`src/rtl/gsqp_pkg.sv`:
```
// Package for the Gold sequence QPSK pilot generator.
// Holds the LFSR step functions, the build-time jump-ahead and amplitude functions,
// and the result struct. No dependencies.
package gsqp_pkg;

    localparam int LFSR_W           = 31;
    localparam int MSB_POS          = 30;
    localparam int VAL_W            = 16;
    localparam int WARMUP_STEPS_DEF = 1600;
    localparam int FRAC_BITS_DEF    = 15;
    localparam logic [VAL_W-1:0] AMP_MAX = 16'd32767;

    localparam logic REQ_START = 1'b0;
    localparam logic REQ_PILOT = 1'b1;

    typedef logic [LFSR_W-1:0]              t_lfsr;
    typedef logic [LFSR_W-1:0][LFSR_W-1:0]  t_jump;
    typedef logic signed [VAL_W-1:0]        t_value;

    typedef struct packed {
        logic   is_pilot;
        t_value re_value;
        t_value im_value;
        logic   bit_even;
        logic   bit_odd;
        logic   last;
    } t_result;

    // x1(n+31) = x1(n+3) ^ x1(n)
    function automatic t_lfsr step_one(input t_lfsr x);
        return {x[3] ^ x[0], x[MSB_POS:1]};
    endfunction

    // x2(n+31) = x2(n+3) ^ x2(n+2) ^ x2(n+1) ^ x2(n)
    function automatic t_lfsr step_two(input t_lfsr x);
        return {x[3] ^ x[2] ^ x[1] ^ x[0], x[MSB_POS:1]};
    endfunction

    // x1 after warm-up from the fixed start value 1
    function automatic t_lfsr warm_one(input int steps);
        t_lfsr v;
        v = t_lfsr'(1);
        for (int k = 0; k < steps; k++) begin
            v = step_one(v);
        end
        return v;
    endfunction

    // Column j: image of unit vector j after the warm-up steps of x2
    function automatic t_jump jump_two(input int steps);
        t_jump m;
        t_lfsr v;
        for (int j = 0; j < LFSR_W; j++) begin
            v = t_lfsr'(1) << j;
            for (int k = 0; k < steps; k++) begin
                v = step_two(v);
            end
            m[j] = v;
        end
        return m;
    endfunction

    // round(2^f / sqrt2), saturated
    function automatic logic [VAL_W-1:0] pilot_amp(input int f);
        longint unsigned target;
        longint unsigned lo;
        longint unsigned hi;
        longint unsigned mid;
        longint unsigned odd;
        if (f == 0) begin
            return 16'd1;
        end
        if (f > 31) begin
            return AMP_MAX;
        end
        target = 64'd1 << (2 * f - 1);
        lo     = 64'd0;
        hi     = 64'd1 << 31;
        while (hi - lo > 64'd1) begin
            mid = lo + (hi - lo) / 2;
            if (mid * mid <= target) begin
                lo = mid;
            end else begin
                hi = mid;
            end
        end
        odd = 2 * lo + 1;
        if (odd * odd < 4 * target) begin
            lo = lo + 1;
        end
        if (lo > 64'(AMP_MAX)) begin
            lo = 64'(AMP_MAX);
        end
        return lo[VAL_W-1:0];
    endfunction

endpackage

```
`src/rtl/gsqp_step.sv`:
```
// Next-state and result logic for one request of the pilot generator.
// Start: jump-ahead load of both LFSRs; pilot: two bits, two steps, QPSK map.
// Depends on gsqp_pkg.
module gsqp_step #(
    parameter int WARMUP_STEPS = gsqp_pkg::WARMUP_STEPS_DEF,
    parameter int FRAC_BITS    = gsqp_pkg::FRAC_BITS_DEF
) (
    input  gsqp_pkg::t_lfsr   i_x1,
    input  gsqp_pkg::t_lfsr   i_x2,
    input  logic              i_req_type,
    input  gsqp_pkg::t_lfsr   i_seed,
    input  logic              i_final_pilot,
    output gsqp_pkg::t_lfsr   o_x1,
    output gsqp_pkg::t_lfsr   o_x2,
    output gsqp_pkg::t_result o_result
);
    import gsqp_pkg::*;

    localparam t_lfsr  X1_WARM = warm_one(WARMUP_STEPS);
    localparam t_jump  X2_JUMP = jump_two(WARMUP_STEPS);
    localparam t_value AMP     = t_value'(pilot_amp(FRAC_BITS));
    localparam t_value AMP_NEG = -AMP;

    t_lfsr x2_warm;
    logic  bit_even;
    logic  bit_odd;

    always_comb begin
        x2_warm = '0;
        for (int j = 0; j < LFSR_W; j++) begin
            if (i_seed[j]) begin
                x2_warm = x2_warm ^ X2_JUMP[j];
            end
        end
    end

    assign bit_even = i_x1[0] ^ i_x2[0];
    assign bit_odd  = i_x1[1] ^ i_x2[1];

    always_comb begin
        unique case (i_req_type)
            REQ_START: begin
                o_x1     = X1_WARM;
                o_x2     = x2_warm;
                o_result = '0;
            end
            REQ_PILOT: begin
                o_x1              = step_one(step_one(i_x1));
                o_x2              = step_two(step_two(i_x2));
                o_result.is_pilot = 1'b1;
                o_result.re_value = bit_even ? AMP_NEG : AMP;
                o_result.im_value = bit_odd ? AMP_NEG : AMP;
                o_result.bit_even = bit_even;
                o_result.bit_odd  = bit_odd;
                o_result.last     = i_final_pilot;
            end
            default: begin
                o_x1     = i_x1;
                o_x2     = i_x2;
                o_result = '0;
            end
        endcase
    end

endmodule

```
`src/rtl/gold_sequence_qpsk_pilot_generator.sv`:
```
// Top level of the Gold sequence QPSK pilot generator: state and result registers.
// Depends on gsqp_pkg and gsqp_step.
//
// One request per clock while the output is not stalled, one registered result per request. A start request
// (req_type 0) loads x2 from the seed and x1 from 1, both advanced by WARMUP_STEPS with a
// jump-ahead matrix built at elaboration, and returns an all-zero acknowledgement. A pilot
// request (req_type 1) returns c(2n), c(2n+1) and their QPSK values +/-round(2^FRAC_BITS/sqrt2)
// and advances the generator by two steps. The single result register is refilled in the
// same cycle it is taken, so the input stalls only while the output is stalled.
module gold_sequence_qpsk_pilot_generator #(
    parameter int WARMUP_STEPS = gsqp_pkg::WARMUP_STEPS_DEF,
    parameter int FRAC_BITS    = gsqp_pkg::FRAC_BITS_DEF
) (
    input  logic                  i_clk,
    input  logic                  i_rst_n,
    input  logic                  i_valid,
    output logic                  o_stall,
    input  logic                  i_req_type,
    input  logic [30:0]           i_seed,
    input  logic                  i_final_pilot,
    output logic                  o_valid,
    input  logic                  i_stall,
    output logic                  o_is_pilot,
    output logic signed [15:0]    o_re_value,
    output logic signed [15:0]    o_im_value,
    output logic                  o_bit_even,
    output logic                  o_bit_odd,
    output logic                  o_last
);
    import gsqp_pkg::*;

    localparam t_lfsr X1_RESET = warm_one(WARMUP_STEPS);

    t_lfsr   r_x1;
    t_lfsr   r_x2;
    t_lfsr   n_x1;
    t_lfsr   n_x2;
    logic    r_valid;
    t_result r_result;
    t_result n_result;
    logic    accept;

    assign o_stall = r_valid & i_stall;
    assign accept  = i_valid & ~o_stall;

    gsqp_step #(
        .WARMUP_STEPS (WARMUP_STEPS),
        .FRAC_BITS    (FRAC_BITS)
    ) u_step (
        .i_x1          (r_x1),
        .i_x2          (r_x2),
        .i_req_type    (i_req_type),
        .i_seed        (i_seed),
        .i_final_pilot (i_final_pilot),
        .o_x1          (n_x1),
        .o_x2          (n_x2),
        .o_result      (n_result)
    );

    always_ff @(posedge i_clk) begin
        if (!i_rst_n) begin
            r_x1    <= X1_RESET;
            r_x2    <= '0;
            r_valid <= 1'b0;
        end else begin
            if (accept) begin
                r_x1 <= n_x1;
                r_x2 <= n_x2;
            end
            if (accept) begin
                r_valid <= 1'b1;
            end else if (!i_stall) begin
                r_valid <= 1'b0;
            end
        end
    end

    always_ff @(posedge i_clk) begin
        if (accept) begin
            r_result <= n_result;
        end
    end

    assign o_valid    = r_valid;
    assign o_is_pilot = r_result.is_pilot;
    assign o_re_value = r_result.re_value;
    assign o_im_value = r_result.im_value;
    assign o_bit_even = r_result.bit_even;
    assign o_bit_odd  = r_result.bit_odd;
    assign o_last     = r_result.last;

endmodule
```
`config.mk`:
```
export PLATFORM = sky130hd
export DESIGN_NAME = gold_sequence_qpsk_pilot_generator
export DESIGN_NICKNAME = d
export VERILOG_FILES = /design/src/rtl/gsqp_pkg.sv /design/src/rtl/gsqp_step.sv /design/src/rtl/gold_sequence_qpsk_pilot_generator.sv
export SDC_FILE = /design/constraint.sdc
export NUM_CORES = 1
export LEC_CHECK = 0
export BUFFER_PORTS_ARGS = -buffer_cell sky130_fd_sc_hd__buf_4
export CAP_MARGIN = 10
export CORE_ASPECT_RATIO = 0.8
export CORE_MARGIN = 5
export CORE_UTILIZATION = 52
export DETAILED_ROUTE_END_ITERATION = 10
export GPL_TIMING_DRIVEN = 0
export HOLD_SLACK_MARGIN = 0.03
export PLACE_DENSITY = 0.8
export SETUP_SLACK_MARGIN = 0.4
export SLEW_MARGIN = 40
export SYNTH_ARGS = -nofsm -noshare
export SYNTH_HDL_FRONTEND = slang
export SYNTH_SLANG_ARGS = --single-unit
```
`constraint.sdc`:
```
create_clock -name i_clk -period 1.9 [get_ports i_clk]
set_input_delay 0.285 -clock i_clk [delete_from_list [all_inputs] [get_ports i_clk]]
set_output_delay 0.285 -clock i_clk [all_outputs]
set_load 0.1 [all_outputs]
```
## Yosys cells after proc, flatten, opt, wreduce, memory -nomap -nowiden

Index checks and enable logic that the tools add are counted.

- Bitwise logic cells: 44
- Equality and inequality tests: 1
- Mux-type cells: 38

Operators by type and width:

| operator | number |
|---|---|
| 2-to-1 mux 31 bit | 18 |
| one-hot mux 31 bit (2 select lines) | 2 |
| 2-to-1 mux 30 bit | 4 |
| 2-to-1 mux 29 bit | 3 |
| one-hot mux 36 bit (2 select lines) | 1 |
| inverter 11 bit | 6 |
| 2-to-1 mux 28 bit | 2 |
| 2-to-1 mux 27 bit | 2 |
| inverter 18 bit | 3 |
| inverter 9 bit | 6 |
| 2-to-1 mux 26 bit | 2 |
| inverter 17 bit | 3 |
| inverter 12 bit | 3 |
| 2-to-1 mux 16 bit | 2 |
| inverter 10 bit | 3 |
| inverter 14 bit | 2 |
| inverter 19 bit | 1 |
| inverter 16 bit | 1 |
| inverter 15 bit | 1 |
| inverter 13 bit | 1 |
| XOR 1 bit | 10 |
| AND 1 bit | 2 |
| 2-to-1 mux 1 bit | 2 |
| != test 2 x 1 -> 1 bit (second input constant) | 1 |
| inverter 1 bit | 2 |

- Output and inout bits: 38
- Register bits: 99
- Word-level logic and storage cells: 92

## Logic depth before layout (Yosys ltp)

- Depth after elaboration: 62
- Gate-level depth with buffers: 7
- Mapped depth without buffers: 6

## Modules after synthesis

A second synthesis with hierarchy kept.

- Cells, all modules: 627
- Area, all modules: 6452.4 um2

By module, submodules not included:

| module | times used | area an instance (um2) | seq. area each (um2) | cells an instance |
|---|---|---|---|---|
| gold_sequence_qpsk_pilot_generator | 1 | 3761.1 | 2342.2 | 309 |
| gsqp_step | 1 | 2691.3 | 0.0 | 318 |

## Worst setup path after synthesis

No wires, ideal clock.

- Path kind: register to register
- Start: register r_valid, in the netlist o_valid
- End: register r_x1[30]
- Setup slack: -210 ps
- Data required time: 1775 ps
- Stages on the path, launching flop included: 8
- Arrival: 1986 ps
- Setup time: 125 ps
- Path through: dfxtp_1 nand2_1 nand2_1 inv_1 clkbuf_1 clkbuf_1 o21ai_0 nand2_1

- Cells in the longest elaborated chain, start to end: 3

RTL lines:

| what | line | RTL |
|---|---|---|
| start: declaration | gold_sequence_qpsk_pilot_generator.sv:38 | `logic r_valid;` |
| start signal: assignment | gold_sequence_qpsk_pilot_generator.sv:64 | `r_valid <= 1'b0;` |
| start signal: assignment | gold_sequence_qpsk_pilot_generator.sv:71 | `r_valid <= 1'b1;` |
| start signal: assignment | gold_sequence_qpsk_pilot_generator.sv:73 | `r_valid <= 1'b0;` |
| AND 1 bit | gold_sequence_qpsk_pilot_generator.sv:43 | `assign o_stall = r_valid & i_stall;` |
| inverter 1 bit | gold_sequence_qpsk_pilot_generator.sv:44 | `assign accept = i_valid & ~o_stall;` |
| AND 1 bit | gold_sequence_qpsk_pilot_generator.sv:44 |  |
| net accept | gold_sequence_qpsk_pilot_generator.sv:41 | `logic accept;` |
| end signal: assignment | gold_sequence_qpsk_pilot_generator.sv:67 | `r_x1 <= n_x1;` |
| end: declaration | gold_sequence_qpsk_pilot_generator.sv:34 | `t_lfsr r_x1;` |

The timed path passes the listed nets, and every way through them passes these cells.
A chain may end at the register's enable or synchronous reset.

## Final worst setup path

- Start: input i_seed[0]
- End: register r_x2[12]

- Cells in the longest elaborated chain, start to end: 41

RTL lines:

| what | line | RTL |
|---|---|---|
| start: declaration | gold_sequence_qpsk_pilot_generator.sv:19 | `input logic [30:0] i_seed,` |
| 2-to-1 mux 31 bit * | gsqp_step.sv:31 | `if (i_seed[j]) begin` |
| 2-to-1 mux 29 bit * | gsqp_step.sv:31 |  |
| 2-to-1 mux 31 bit * (2 in series) | gsqp_step.sv:31 |  |
| 2-to-1 mux 30 bit * | gsqp_step.sv:31 |  |
| inverter 18 bit (no line) | n/a |  |
| 2-to-1 mux 31 bit * | gsqp_step.sv:31 |  |
| inverter 17 bit (no line) | n/a |  |
| 2-to-1 mux 30 bit * | gsqp_step.sv:31 |  |
| [23 not listed] | n/a |  |
| 2-to-1 mux 31 bit * (2 in series) | gsqp_step.sv:31 |  |
| 2-to-1 mux 26 bit * | gsqp_step.sv:31 |  |
| 2-to-1 mux 27 bit * | gsqp_step.sv:31 |  |
| inverter 9 bit (no line) | n/a |  |
| 2-to-1 mux 28 bit * | gsqp_step.sv:31 |  |
| 2-to-1 mux 29 bit * | gsqp_step.sv:31 |  |
| 2-to-1 mux 30 bit * | gsqp_step.sv:31 |  |
| one-hot mux 31 bit (2 select lines) * | gsqp_step.sv:41 | `unique case (i_req_type)` |
| end signal: assignment | gold_sequence_qpsk_pilot_generator.sv:68 | `r_x2 <= n_x2;` |
| end: declaration | gold_sequence_qpsk_pilot_generator.sv:35 | `t_lfsr r_x2;` |

Mark *: on every way between the ends. The rest lies on a longest branch, timed or not.

==> results.md <==
* Status: finished, violations left
* Violated checks: setup timing
* Total GRT Usage at 25.98%
* Startpoint types: input pin
* Design Area, Final at 0.007508 sq mm
* Final Setup Violations at 1
* Crit-path leading delay family: XOR/XNOR gates
* Vias in the first global route at 4190
* Most frequent cells in the layout: buf_4 (74), xnor2_1 (65), dfxtp_1 (62)
* Synth-to-layout area growth at 51.92%
* Crit-path cells: buf_4 > xnor2_4 > buf_6 > xor2_2 > xnor2_1 > xnor2_1 > o211ai_1 > a21oi_1
* Total Wirelength at 20870 um
* Fin. Hold Viols at 0
* H-tree depth at 3
* Largest net degree at the start of global routing at 17
* # DRC at 0
* Layer with the highest usage: met2
* Util after Layout at 82.03%
* DR WL/cell at 27.32 um
* GRT met2 Usage at 40.56%
* Commonest non-fill, non-tap cell in the layout: buf_4
* Slew margin rel. at 50.74%
* Max Clock Freq at 469.2 MHz
* Power density over the cells at 976.8 mW/mm^2
* Layout Skew at 0.006278 ns
* CP endpoint kind: register
* Yosys cell types at 33
* Die Ht at 97.20 um
* Die ar. at 0.01157 sq mm
* Max incr delay on CP at 0.49 ns
* Max rail drop VDD at 0.5696 mV
* Max FO, Critical Path at 4
* Sequential share of the synthesized area at 29.77%
* Critical Path RT at 2.14 ns
* Skew-Pair Late Insertion Delay at 0.34 ns
* Antenna violations before repair at 0
* Max-Cap Viols at 0
* Worst slew pin tran at 0.7389 ns
* Final global-route overflow total at 0
* Row count at 31
* Vias per inst at 6.352
* Worst EP arrival at 2.38 ns
* Mapped cell area at 0.004942 sq mm
* Die Wd at 119.0 um
* CP max-delay cell: xnor2_1
* First-pass GRT wire length at 23200 um
* Post-synth top flop: dfxtp_1
* Root buffer cell: clkbuf_16
* Fin worst setup slack at -0.2314 ns
* Initial Util at 53.99%
* Antenna Nets Post-Route at 0
* Final Cycle Share at 112.2%
* Number of synthesized register bits at 70
* 1st-pass router iterations at 6
* Synth Warn # at 0
* Mean Syn Cell Area at 9.325 sq um
* Core Area at 0.009154 sq mm
* Clk buf depth at 2
* CTS tree: yes
* Drt initial violations at 824
* Post-route minimum period at 2.131 ns
* Via Count at 4853
* Port buffer count at 56
* GR Layer Usage met3 at 8.964%
* HPWL after DPL at 10010 um
* Grt met1 use at 32.71%
* Post-Synthesis Cells at 530
* # IOs at 75
* Placer Congestion at 0.9278
* Asr flop ratio synth at 0%
* RSZ-0062 raised after global routing: true
* Worst path most repeated cell: xnor2_1
* Post-synth EDFFs at 7
* Cell Area, Placed at 0.005952 sq mm
* WS Path Type: input pin to register
* Layout cells sized above 1 at 38.67%
* Clock transition at path regs at 0.06 ns
* CTS Buf Count at 9
* Crit path buf inv count at 2
* Leak pwr at 3.191 nW
* Final Slew Violations at 0
* Fin nets at 681
* Hold Crit Class: input pin to register
* Inserted Diodes at 0
* Clock sink total at 70
[final timing paths]
kind / start / end / slack, ns / cells after the start
worst max-delay path: i_seed[0] / r_x2[12] / -0.23 / 8
worst min-delay path: i_req_type / o_re_value[1] / 0.14 / 1
worst max register to register: o_valid / r_x2[12] / 0.14 / 7
worst min register to register: r_x1[5] / r_x1[5] / 0.46 / 2
[Yosys cell counts (10+ instances only)]
| cell | n | area (sq um) |
|---|---|---|
| nand2_1 | 43 | 161.4 |
| nor3b_1 | 10 | 75.07 |
| buf_4 | 32 | 240.2 |
| xnor2_1 | 103 | 902.1 |
| xnor3_1 | 19 | 427.9 |
| nand3_1 | 25 | 125.1 |
| o21ai_0 | 27 | 135.1 |
| mux2i_1 | 11 | 110.1 |
| nor2_1 | 16 | 60.06 |
| dfxtp_1 | 63 | 1261 |
| xor2_1 | 38 | 332.8 |
| o211ai_1 | 15 | 112.6 |
| clkbuf_1 | 28 | 105.1 |
| a21oi_1 | 38 | 190.2 |
[registers in the layout (all words and copies together) (netlist names)]
name,cells
r_x1,31
o_valid,1
r_x2,31
o_re_value,3
o_last,1
o_is_pilot,1
o_im_value,2
[kinds of logic (layout without fill, tap and decap cells)]
family                    count (synthesis)  count (layout)  share of synthesized area (%)
and+or+nand+nor                         104             104                          9.797
AOI/OAI and AO/OA                        93              93                          11.09
DFF                                      70              70                          29.77
muxes                                    11              11                          2.228
xor gates and xnor gates                172             172                          38.28
other                                     1               2                        0.07588
buffers and inverters                    79             197                          8.759
[metal layers]
layer / vias to the layer above / wire length, um
met5: - / 0
met4: 0 / 1629
met3: 163 / 2950
met2: 524 / 9365
met1: 2226 / 6923
li1: 1940 / -
[per-stage QoR]
stage / TNS [ns] / power, mW / setup slack [ns] / hold WS, ns / instances
floorplan: 0 / 3.857 / 0.06631 / 0.3839 / 531
global placement: -0.4801 / 4.352 / -0.1906 / 0.4392 / 702
detailed placement: -0.8093 / 4.402 / -0.2372 / 0.4425 / 702
CTS: 0 / 6.569 / 0.2585 / 0.1407 / 737
global route: -0.1726 / 7.479 / -0.1726 / 0.1439 / 764
finish: -0.2314 / 7.335 / -0.2314 / 0.1394 / 764
[timing repair]
action / CTS / global route
buffers inserted: 19 / 27
hold buffers: 0 / 0
pin swaps: 29 / 46
gates resized for setup: 73 / 83
setup endpoints to repair: 73 / 65
[worst register-to-register path: stages, from the launching register on]
cell and delay (ns):
dfxtp_4 0.35, nand2_2 0.09, nand2_1 0.10, inv_1 0.13, buf_4 0.22, buf_4 0.21, o211ai_1 0.27, a21oi_1 0.32
[where the power goes]
group	switching, mW	leakage, nW	internal [mW]
combinational	2.01	2.44	1.68
clock	0.675	0.169	1.26
sequential	0.0971	0.587	1.61
total	2.78	3.19	4.55
[layout make-up]
type / count / area (sq um)
Clock inverter: 4 / 77.57
Timing Repair Buffer: 102 / 1117
Multi-Input combinational cell: 382 / 3687
Fill cell: 374 / 1645
Sequential cell: 70 / 1475
Inverter: 5 / 22.52
Clock buffer: 12 / 266.5
Tap cell: 115 / 143.9
Buffer: 74 / 718.2
No activity file was read; power rests on OpenSTA's default activity.
